File: config.mk
export PLATFORM = sky130hd
export DESIGN_NAME = coordinate_line_parser_top_flat
export DESIGN_NICKNAME = d
export VERILOG_FILES = /design/src/hdl/clp_pkg.sv /design/src/hdl/clp_ifs.sv /design/src/hdl/clp_cfg.sv /design/src/hdl/clp_matcher.sv /design/src/hdl/coordinate_line_parser_top.sv /design/src/flat_wrapper.sv
export SDC_FILE = /design/constraint.sdc
export NUM_CORES = 1
export LEC_CHECK = 0
export BUFFER_PORTS_ARGS = -buffer_cell sky130_fd_sc_hd__clkbuf_2
export CAP_MARGIN = 30
export CORE_MARGIN = 2
export CORE_UTILIZATION = 47
export CTS_BUF_LIST = sky130_fd_sc_hd__clkbuf_8
export CTS_CLUSTER_DIAMETER = 150
export DETAILED_ROUTE_END_ITERATION = 7
export PLACE_DENSITY = 0.7
export SYNTH_ARGS = -nofsm -noshare
export SYNTH_HDL_FRONTEND = slang
export SYNTH_SLANG_ARGS = --single-unit
File: constraint.sdc
create_clock -name clk_i -period 8.6 [get_ports clk_i]
set_input_delay 0 -clock clk_i [delete_from_list [all_inputs] [get_ports clk_i]]
set_output_delay 0 -clock clk_i [all_outputs]
set_load 0.05 [all_outputs]
File: src/hdl/clp_pkg.sv
// shared constants, types and codes for the coordinate line parser
`default_nettype none
package clp_pkg;

  // sizing
  localparam int LINE_LIMIT = 128;
  localparam int COORD_BITS = 16;
  localparam int CNT_W      = $clog2(LINE_LIMIT);
  localparam int OUT_W      = 16;
  localparam int CMP_W      = (COORD_BITS > OUT_W) ? COORD_BITS : OUT_W;
  localparam int ADDR_W     = 3;
  localparam int DATA_W     = 32;

  // register indexes
  localparam logic REG_MAX_X = 1'b0;
  localparam logic REG_MAX_Y = 1'b1;

  // characters
  localparam logic [7:0] CHAR_NUL   = 8'h00;
  localparam logic [7:0] CHAR_TAB   = 8'h09;
  localparam logic [7:0] CHAR_NL    = 8'h0A;
  localparam logic [7:0] CHAR_CR    = 8'h0D;
  localparam logic [7:0] CHAR_SPACE = 8'h20;
  localparam logic [7:0] CHAR_PLUS  = 8'h2B;
  localparam logic [7:0] CHAR_MINUS = 8'h2D;
  localparam logic [7:0] CHAR_ZERO  = 8'h30;
  localparam logic [7:0] CHAR_NINE  = 8'h39;
  localparam logic [7:0] CHAR_EQ    = 8'h3D;
  localparam logic [7:0] CHAR_X     = 8'h58;
  localparam logic [7:0] CHAR_Y     = 8'h59;

  // matcher phases
  localparam logic [2:0] PH_NONE   = 3'd0;
  localparam logic [2:0] PH_SPACE  = 3'd1;
  localparam logic [2:0] PH_SIGN   = 3'd2;
  localparam logic [2:0] PH_DIGITS = 3'd3;
  localparam logic [2:0] PH_DONE   = 3'd4;

  // result status codes
  localparam logic [1:0] ST_OK      = 2'd0;
  localparam logic [1:0] ST_MISSING = 2'd1;
  localparam logic [1:0] ST_RANGE   = 2'd2;

  typedef struct packed {
    logic [2:0]            phase;
    logic [COORD_BITS-1:0] value;
    logic                  neg;
    logic                  ovf;
  } match_t;

  typedef struct packed {
    logic       feed;
    logic       clear;
    logic [7:0] ch;
    logic [7:0] prev;
  } feed_t;

endpackage
`default_nettype wire

File: src/hdl/clp_ifs.sv
// valid/ready channels for received bytes and parse results
`default_nettype none
interface clp_rx_if;
  logic       valid;
  logic       ready;
  logic [7:0] rx_byte;
  modport source (output valid, output rx_byte, input ready);
  modport sink (input valid, input rx_byte, output ready);
endinterface

interface clp_res_if;
  logic        valid;
  logic        ready;
  logic [1:0]  status;
  logic [15:0] coord_x;
  logic [15:0] coord_y;
  modport source (output valid, output status, output coord_x, output coord_y, input ready);
  modport sink (input valid, input status, input coord_x, input coord_y, output ready);
endinterface
`default_nettype wire

File: src/hdl/clp_cfg.sv
// apb register bank holding the coordinate limits
`default_nettype none
module clp_cfg (
  input  wire logic                        clk_i,
  input  wire logic                        rst_ni,
  input  wire logic                        psel,
  input  wire logic                        penable,
  input  wire logic                        pwrite,
  input  wire logic [clp_pkg::ADDR_W-1:0]  paddr,
  input  wire logic [clp_pkg::DATA_W-1:0]  pwdata,
  output logic      [clp_pkg::DATA_W-1:0]  prdata,
  output logic                             pready,
  output logic      [clp_pkg::OUT_W-1:0]   max_x_o,
  output logic      [clp_pkg::OUT_W-1:0]   max_y_o
);
  import clp_pkg::*;

  logic [OUT_W-1:0] max_x_q, max_y_q;
  logic             wr_en;

  assign pready = 1'b1;
  assign wr_en  = psel && penable && pwrite && pready;

  always_ff @(posedge clk_i or negedge rst_ni) begin
    if (!rst_ni) begin
      max_x_q <= '1;
      max_y_q <= '1;
    end else if (wr_en) begin
      case (paddr[2])
        REG_MAX_X: max_x_q <= pwdata[OUT_W-1:0];
        REG_MAX_Y: max_y_q <= pwdata[OUT_W-1:0];
        default:   ;
      endcase
    end
  end

  always_comb begin
    case (paddr[2])
      REG_MAX_X: prdata = {{(DATA_W-OUT_W){1'b0}}, max_x_q};
      REG_MAX_Y: prdata = {{(DATA_W-OUT_W){1'b0}}, max_y_q};
      default:   prdata = '0;
    endcase
  end

  assign max_x_o = max_x_q;
  assign max_y_o = max_y_q;
endmodule
`default_nettype wire

File: src/hdl/clp_matcher.sv
// one "<letter>=" matcher with atoi-style value accumulation
`default_nettype none
module clp_matcher (
  input  wire logic            clk_i,
  input  wire logic            rst_ni,
  input  wire logic [7:0]      letter_i,
  input  wire clp_pkg::feed_t  feed_i,
  output clp_pkg::match_t      state_o
);
  import clp_pkg::*;

  match_t                state_q, state_d;
  logic                  digit, space;
  logic [3:0]            dval;
  logic [COORD_BITS+3:0] acc;

  assign digit = (feed_i.ch >= CHAR_ZERO) && (feed_i.ch <= CHAR_NINE);
  assign space = (feed_i.ch == CHAR_SPACE) ||
                 ((feed_i.ch >= CHAR_TAB) && (feed_i.ch <= CHAR_CR));
  assign dval  = 4'(feed_i.ch - CHAR_ZERO);

  // value * 10 + digit as shifts
  assign acc = ({4'b0, state_q.value} << 3) + ({4'b0, state_q.value} << 1) +
               {{COORD_BITS{1'b0}}, dval};

  always_comb begin
    state_d = state_q;
    if (feed_i.clear) begin
      state_d = '0;
      state_d.phase = PH_NONE;
    end else if (feed_i.feed) begin
      case (state_q.phase)
        PH_NONE: begin
          if (feed_i.prev == letter_i && feed_i.ch == CHAR_EQ) state_d.phase = PH_SPACE;
        end
        PH_SPACE: begin
          if (space) begin
            state_d.phase = PH_SPACE;
          end else if (feed_i.ch == CHAR_PLUS || feed_i.ch == CHAR_MINUS) begin
            if (feed_i.ch == CHAR_MINUS) state_d.neg = 1'b1;
            state_d.phase = PH_SIGN;
          end else if (digit) begin
            state_d.value = {{(COORD_BITS-4){1'b0}}, dval};
            state_d.phase = PH_DIGITS;
          end else begin
            state_d.phase = PH_DONE;
          end
        end
        PH_SIGN, PH_DIGITS: begin
          if (digit) begin
            if (!state_q.ovf) begin
              // saturate once the magnitude leaves the coordinate width
              if (acc[COORD_BITS+3:COORD_BITS] != 4'd0) begin
                state_d.value = '1;
                state_d.ovf   = 1'b1;
              end else begin
                state_d.value = acc[COORD_BITS-1:0];
              end
            end
            state_d.phase = PH_DIGITS;
          end else begin
            state_d.phase = PH_DONE;
          end
        end
        default: ;
      endcase
    end
  end

  always_ff @(posedge clk_i or negedge rst_ni) begin
    if (!rst_ni) begin
      state_q <= '0;
    end else begin
      state_q <= state_d;
    end
  end

  assign state_o = state_q;
endmodule
`default_nettype wire

File: src/hdl/coordinate_line_parser_top.sv
// coordinate line parser: byte intake, line bookkeeping, verdict and result register
// result timing: the result of a newline byte accepted at a clock edge is registered and shows valid after that edge;
//   other bytes give no result and only update the running line state
// throughput: one byte per cycle; only a full, unclaimed result register stalls intake
// reset: asynchronous active low; clears line state and result valid, limits go to 65535
`default_nettype none
module coordinate_line_parser_top (
  input  wire logic                        clk_i,
  input  wire logic                        rst_ni,
  clp_rx_if.sink                           rx_i,
  clp_res_if.source                        res_o,
  input  wire logic                        psel,
  input  wire logic                        penable,
  input  wire logic                        pwrite,
  input  wire logic [clp_pkg::ADDR_W-1:0]  paddr,
  input  wire logic [clp_pkg::DATA_W-1:0]  pwdata,
  output logic      [clp_pkg::DATA_W-1:0]  prdata,
  output logic                             pready
);
  import clp_pkg::*;

  // limit registers
  logic [OUT_W-1:0] max_x, max_y;

  clp_cfg u_cfg (
    .clk_i, .rst_ni, .psel, .penable, .pwrite, .paddr, .pwdata, .prdata, .pready,
    .max_x_o (max_x),
    .max_y_o (max_y)
  );

  // request handshake on the byte side
  logic rx_acc, is_nl, keep, feed;
  logic out_valid_q;

  assign rx_i.ready = !out_valid_q || res_o.ready;
  assign rx_acc     = rx_i.valid && rx_i.ready;
  assign is_nl      = rx_i.rx_byte == CHAR_NL;

  // line bookkeeping: stored count, nul latch, previous kept character
  logic [CNT_W-1:0] count_q;
  logic             nul_q;
  logic [7:0]       prev_q;

  assign keep = count_q < CNT_W'(LINE_LIMIT - 1);
  // a byte reaches the matchers only if kept, before any nul, and not nul itself
  assign feed = rx_acc && !is_nl && keep && !nul_q && rx_i.rx_byte != CHAR_NUL;

  always_ff @(posedge clk_i or negedge rst_ni) begin
    if (!rst_ni) begin
      count_q <= '0;
      nul_q   <= 1'b0;
      prev_q  <= CHAR_NUL;
    end else if (rx_acc) begin
      if (is_nl) begin
        count_q <= '0;
        nul_q   <= 1'b0;
        prev_q  <= CHAR_NUL;
      end else if (keep) begin
        count_q <= count_q + CNT_W'(1);
        if (!nul_q) begin
          if (rx_i.rx_byte == CHAR_NUL) nul_q  <= 1'b1;
          else                          prev_q <= rx_i.rx_byte;
        end
      end
    end
  end

  // the two pattern matchers share one feed request
  feed_t  fd;
  match_t mx, my;

  assign fd.feed  = feed;
  assign fd.clear = rx_acc && is_nl;
  assign fd.ch    = rx_i.rx_byte;
  assign fd.prev  = prev_q;

  clp_matcher u_mx (.clk_i, .rst_ni, .letter_i(CHAR_X), .feed_i(fd), .state_o(mx));
  clp_matcher u_my (.clk_i, .rst_ni, .letter_i(CHAR_Y), .feed_i(fd), .state_o(my));

  // verdict on the state before this newline clears it
  logic [CMP_W-1:0] vx, vy;
  logic             x_ok, y_ok;
  logic [1:0]       status_d;
  logic [OUT_W-1:0] cx_d, cy_d;

  assign vx = CMP_W'(mx.value);
  assign vy = CMP_W'(my.value);
  // negative is fine only for a zero magnitude; overflow never passes
  assign x_ok = !mx.ovf && !(mx.neg && vx != '0) && vx <= CMP_W'(max_x);
  assign y_ok = !my.ovf && !(my.neg && vy != '0) && vy <= CMP_W'(max_y);

  always_comb begin
    cx_d = '0;
    cy_d = '0;
    if (mx.phase == PH_NONE || my.phase == PH_NONE) begin
      status_d = ST_MISSING;
    end else if (x_ok && y_ok) begin
      status_d = ST_OK;
      cx_d     = vx[OUT_W-1:0];
      cy_d     = vy[OUT_W-1:0];
    end else begin
      status_d = ST_RANGE;
    end
  end

  // result register, takes a newline's result when empty or when the old one is claimed this cycle
  logic [1:0]       status_q;
  logic [OUT_W-1:0] cx_q, cy_q;

  always_ff @(posedge clk_i or negedge rst_ni) begin
    if (!rst_ni) begin
      out_valid_q <= 1'b0;
    end else if (rx_acc && is_nl) begin
      out_valid_q <= 1'b1;
    end else if (res_o.ready) begin
      out_valid_q <= 1'b0;
    end
  end

  always_ff @(posedge clk_i) begin
    if (rx_acc && is_nl) begin
      status_q <= status_d;
      cx_q     <= cx_d;
      cy_q     <= cy_d;
    end
  end

  assign res_o.valid   = out_valid_q;
  assign res_o.status  = status_q;
  assign res_o.coord_x = cx_q;
  assign res_o.coord_y = cy_q;

  // a new result only follows an accepted newline
  a_rose_after_nl: assert property (@(posedge clk_i) disable iff (!rst_ni)
    $rose(res_o.valid) |-> $past(rx_acc && is_nl))
    else $error("result appeared without a newline");

  // a rejected line never carries coordinates
  a_zero_coords: assert property (@(posedge clk_i) disable iff (!rst_ni)
    (res_o.valid && res_o.status != ST_OK) |-> (res_o.coord_x == '0 && res_o.coord_y == '0))
    else $error("coordinates on rejected line");

  // status stays within its defined codes
  a_status_code: assert property (@(posedge clk_i) disable iff (!rst_ni)
    res_o.valid |-> (res_o.status == ST_OK || res_o.status == ST_MISSING ||
                     res_o.status == ST_RANGE))
    else $error("undefined status code");

  // newline leaves both matchers and the line count cleared
  a_line_clear: assert property (@(posedge clk_i) disable iff (!rst_ni)
    (rx_acc && is_nl) |=> (mx.phase == PH_NONE && my.phase == PH_NONE && count_q == '0))
    else $error("line state not cleared");
endmodule
`default_nettype wire
File: src/flat_wrapper.sv
// flat-port wrapper written by rule: the top's interface ports become plain ports
module coordinate_line_parser_top_flat import clp_pkg::*;
  (clk_i, rst_ni, psel, penable, pwrite, paddr, pwdata, prdata, pready, rx_i_valid, rx_i_rx_byte, rx_i_ready, res_o_valid, res_o_status, res_o_coord_x, res_o_coord_y, res_o_ready);
  clp_rx_if rx_i_i ();
  clp_res_if res_o_i ();
  input  wire logic clk_i;
  input  wire logic rst_ni;
  input  wire logic psel;
  input  wire logic penable;
  input  wire logic pwrite;
  input  wire logic [clp_pkg::ADDR_W-1:0] paddr;
  input  wire logic [clp_pkg::DATA_W-1:0] pwdata;
  output logic      [clp_pkg::DATA_W-1:0] prdata;
  output logic pready;
  input wire logic [$bits(rx_i_i.valid)-1:0] rx_i_valid;
  input wire logic [$bits(rx_i_i.rx_byte)-1:0] rx_i_rx_byte;
  output wire logic [$bits(rx_i_i.ready)-1:0] rx_i_ready;
  output wire logic [$bits(res_o_i.valid)-1:0] res_o_valid;
  output wire logic [$bits(res_o_i.status)-1:0] res_o_status;
  output wire logic [$bits(res_o_i.coord_x)-1:0] res_o_coord_x;
  output wire logic [$bits(res_o_i.coord_y)-1:0] res_o_coord_y;
  input wire logic [$bits(res_o_i.ready)-1:0] res_o_ready;
  assign rx_i_i.valid = rx_i_valid;
  assign rx_i_i.rx_byte = rx_i_rx_byte;
  assign rx_i_ready = rx_i_i.ready;
  assign res_o_valid = res_o_i.valid;
  assign res_o_status = res_o_i.status;
  assign res_o_coord_x = res_o_i.coord_x;
  assign res_o_coord_y = res_o_i.coord_y;
  assign res_o_i.ready = res_o_ready;
  coordinate_line_parser_top u_core (.clk_i(clk_i), .rst_ni(rst_ni), .rx_i(rx_i_i), .res_o(res_o_i), .psel(psel), .penable(penable), .pwrite(pwrite), .paddr(paddr), .pwdata(pwdata), .prdata(prdata), .pready(pready));
endmodule
==> results by group <==
Run status
  – Outcome: completed

Placement
  – Port bufs: 83
  – RD Place Congestion: approximately 0.86
  – Dpl hpwl: 14.8 mm

Routing
  – DR iter-0 viols: roughly 460
  – Vias per inst: between 5 and 6
  – Vias: between 6,000 and 7,000
  – Final ANT Viol Nets: 0
  – Routed len/inst: 16.7 µm
  – Pre-antenna DRT Iters: 4
  – Final WL: about 20 mm
  – DRC: 0

Worst hold path
  – Hold Path Class: in2reg

Worst setup path
  – Setup Crit Path Kind: reg2reg
  – Crit path DAT: between 4 and 5 ns
  – Crit path required time: between 8 and 9 ns
  – CP Capture Type: flip-flop
  – Worst path most repeated cell: fa_1
  – CP max stage cell: and3_1
  – Worst-path cell chain: inv_1 -> fa_1 -> fa_1 -> nand2b_1 -> a21oi_1 -> o211ai_1 -> or3_1 -> mux2i_1 -> a31oi_1 -> and3_1 -> a41oi_1
  – Slowest Stage Delay on Critical Path: around 0.57 ns
  – Worst setup SP type: flip-flop
  – CP Max Fanout: 16

Global route
  – Global-route wire length before repair: between 30 and 40 mm
  – Largest net degree at the start of global routing: 72
  – GRT Total Usage: roughly a fifth
  – Vias in the first global route: roughly 6,700
  – GR Overflow Total: 0
  – Initial antenna violation count: 0

Yosys
  – Mapped Area: around 8600 µm²
  – Yosys top cell area share: around 17%
  – Asr flop ratio synth: between 70% and 80%
  – Dominant cells by area after synthesis: dfrtp_1, ha_1, edfxtp_1, dfstp_2, mux2_2
  – Total number of yosys warnings: 0
  – Area leader, netlist: dfrtp_1
  – Post-synth EDFFs: 34
  – Synth cell count leaders: ha_1, nand2_1, o21ai_0
  – Post-synthesis cell type count: 74
  – Sequential-to-total area share from yosys stat: 38.9%
  – FF+latch count, synth: about 130
  – Cells after Synth: 874
  – Dominant synthesized flop cell: dfrtp_1
  – Avg Inst Size Synth: between 9 and 10 µm²
  – Most common cell in the netlist: ha_1

Flow run
  – Maxcap violations: 0

Pwr
  – Power per cell area: between 150 and 200 nW/µm²
  – Leakage: 4.68 nW
  – VDD IR max: slightly above 0.1 mV

Timing
  – Worst-margin pin slew: 0.911 ns
  – Fmax: ~0.26 GHz
  – Final setup TNS: 0 ns
  – Worst hold slack: ~0.031 ns
  – Tcrit/Tclk final: between 40% and 50%
  – Fin. Hold Viols: 0
  – Relative slew margins: 39.3%
  – RSZ-0062 raised after global routing: no
  – # setup viols final: 0
  – Clock skew after layout: 0.00794 ns
  – Slew Limit Fails: 0
  – Fin crit period: approximately 3.8 ns

Clocking
  – Worst-skew pair later-pin latency: roughly 0.45 ns
  – CTS root buf: clkbuf_8
  – CTS Sinks: 125
  – TritonCTS Buffers: 17
  – CTS tree: done
  – CTS H-tree lvls: 4
  – Clock Tree Buf Depth: 2
  – Clock transition at path regs: ~0.070 ns

Floorplan
  – Die X: around 140 µm
  – Die outline height: 139 µm
  – I/O pin cnt: around 120
  – Core box area: roughly 18,000 µm²
  – Die area: 19,400 µm²
  – Starting density of the core: around 48%
  – Row count: 49

Finish
  – # fillers: about 1,600
  – Area delta synth->final: 13.2%
  – Final core utilization: 54.1%
  – Nets: roughly 1,100
  – Antenna Cells: 0
  – Share of cells above drive strength 1: 20.4%
[repair_timing]
action	4_1_cts	5_1_grt
hold buffers	24	0
buffers inserted	0	0
hold endpoints to repair	60	0
resized for setup	0	0
[critical path, delay by kind of cell, from the launching register on]
family | cells | cell delay [ns]
mux | 1 | 0.13
buf+inv | 1 | 0.09
simple gates | 3 | 1.18
fa+ha+maj | 2 | 0.95
flops | 1 | 0.49
compound gates | 4 | 0.82
[sequential cells by signal (all words and copies together), names as in the netlist]
| register | count |
|---|---|
| u_core.u_mx.state_o | 21 |
| u_core.res_o.valid | 1 |
| u_core.nul_q | 1 |
| u_core.count_q | 7 |
| u_core.u_my.state_o | 21 |
| u_core.res_o.status | 2 |
| u_core.res_o.coord_y | 16 |
| u_core.res_o.coord_x | 16 |
| u_core.u_cfg.max_x_o | 16 |
| u_core.u_cfg.max_y_o | 16 |
| u_core.prev_q | 8 |
[worst paths after layout]
path	from	end	slack, ns	cells after the start
max in group asynchronous	rst_ni	u_core.u_my.state_o[5]$_DFFE_PN0P_	7.68	3
hold reg to reg	u_core.prev_q[5]$_DFFE_PN0P_	u_core.prev_q[5]$_DFFE_PN0P_	0.49	2
setup / recovery	u_core.u_my.state_o[4]$_DFFE_PN0P_	u_core.u_my.state_o[5]$_DFFE_PN0P_	4.79	11
setup reg to reg	u_core.u_my.state_o[4]$_DFFE_PN0P_	u_core.u_my.state_o[5]$_DFFE_PN0P_	4.79	11
min in group asynchronous	rst_ni	u_core.u_mx.state_o[19]$_DFFE_PN0P_	0.30	3
hold / removal	rx_i_valid	u_core.count_q[0]$_DFFE_PN0P_	0.03	4
[logic make-up after synthesis]
kind of cell,share of synthesized area [%]
flops,38.9
simple gates,15.0
buf+inv,5.97
fa+ha+maj,14.8
xor+xnor,2.96
compound gates,17.0
other cells,0.0874
mux,5.34
[layout by cell type (no fill, tap or decap), types with 4 or more instances in the layout]
cell	n
xnor2_1	21
o21ai_0	61
clkbuf_2	82
buf_4	6
a21o_1	18
nand4_1	16
inv_1	60
and2_1	35
nand3_1	14
a31oi_1	8
nor2_1	59
mux2_2	39
nor2b_1	8
o21a_1	11
a21oi_1	44
conb_1	17
and3_1	4
fa_1	4
nand2b_1	6
xor2_1	8
a221o_1	10
or2_2	4
dlygate4sd3_1	24
dfstp_2	32
dfrtp_1	59
nor3_1	13
edfxtp_1	34
clkbuf_8	19
nor4_1	13
ha_1	95
a211oi_1	11
nand2_1	61
a22oi_1	11
o211ai_1	9
[per-layer routing]
layer	global-route usage [%]	routed length, µm
met1	28.6	9280
met2	35.3	9690
met3	3.14	769
met4	8.08	535
met5	0	0
[report_power, final]
part | total (mW) | switching [mW] | leakage [nW] | internal, mW
Sequential | 0.743 | 0.0472 | 1.46 | 0.696
Clock | 0.464 | 0.230 | 0.193 | 0.234
Combinational | 0.322 | 0.200 | 3.04 | 0.123
Total | 1.53 | 0.476 | 4.68 | 1.05
[layout make-up]
cell class | count | area [µm²] | area share, %
Clock buffer | 19 | 262 | 2.69
Inverter | 56 | 210 | 2.16
Tap cell | 229 | 287 | 2.95
Sequential cell | 125 | 3340 | 34.3
Clock inverter | 13 | 86.3 | 0.888
Multi-Input combinational cell | 658 | 4800 | 49.4
Timing Repair Buffer | 115 | 741 | 7.62
[through the flow]
stage                     worst slack, ns  area (µm²)  std cells  total power [mW]
after floorplan                      5.29        8650        889             0.984
after global placement               4.84        9090       1156              1.05
after detailed placement             4.85        9120       1158              1.07
after CTS                            4.84        9710       1214              1.54
after global routing                 4.52        9730       1215              1.61
final                                4.79        9730       1215              1.53
Power figures use the tool's default switching activity.
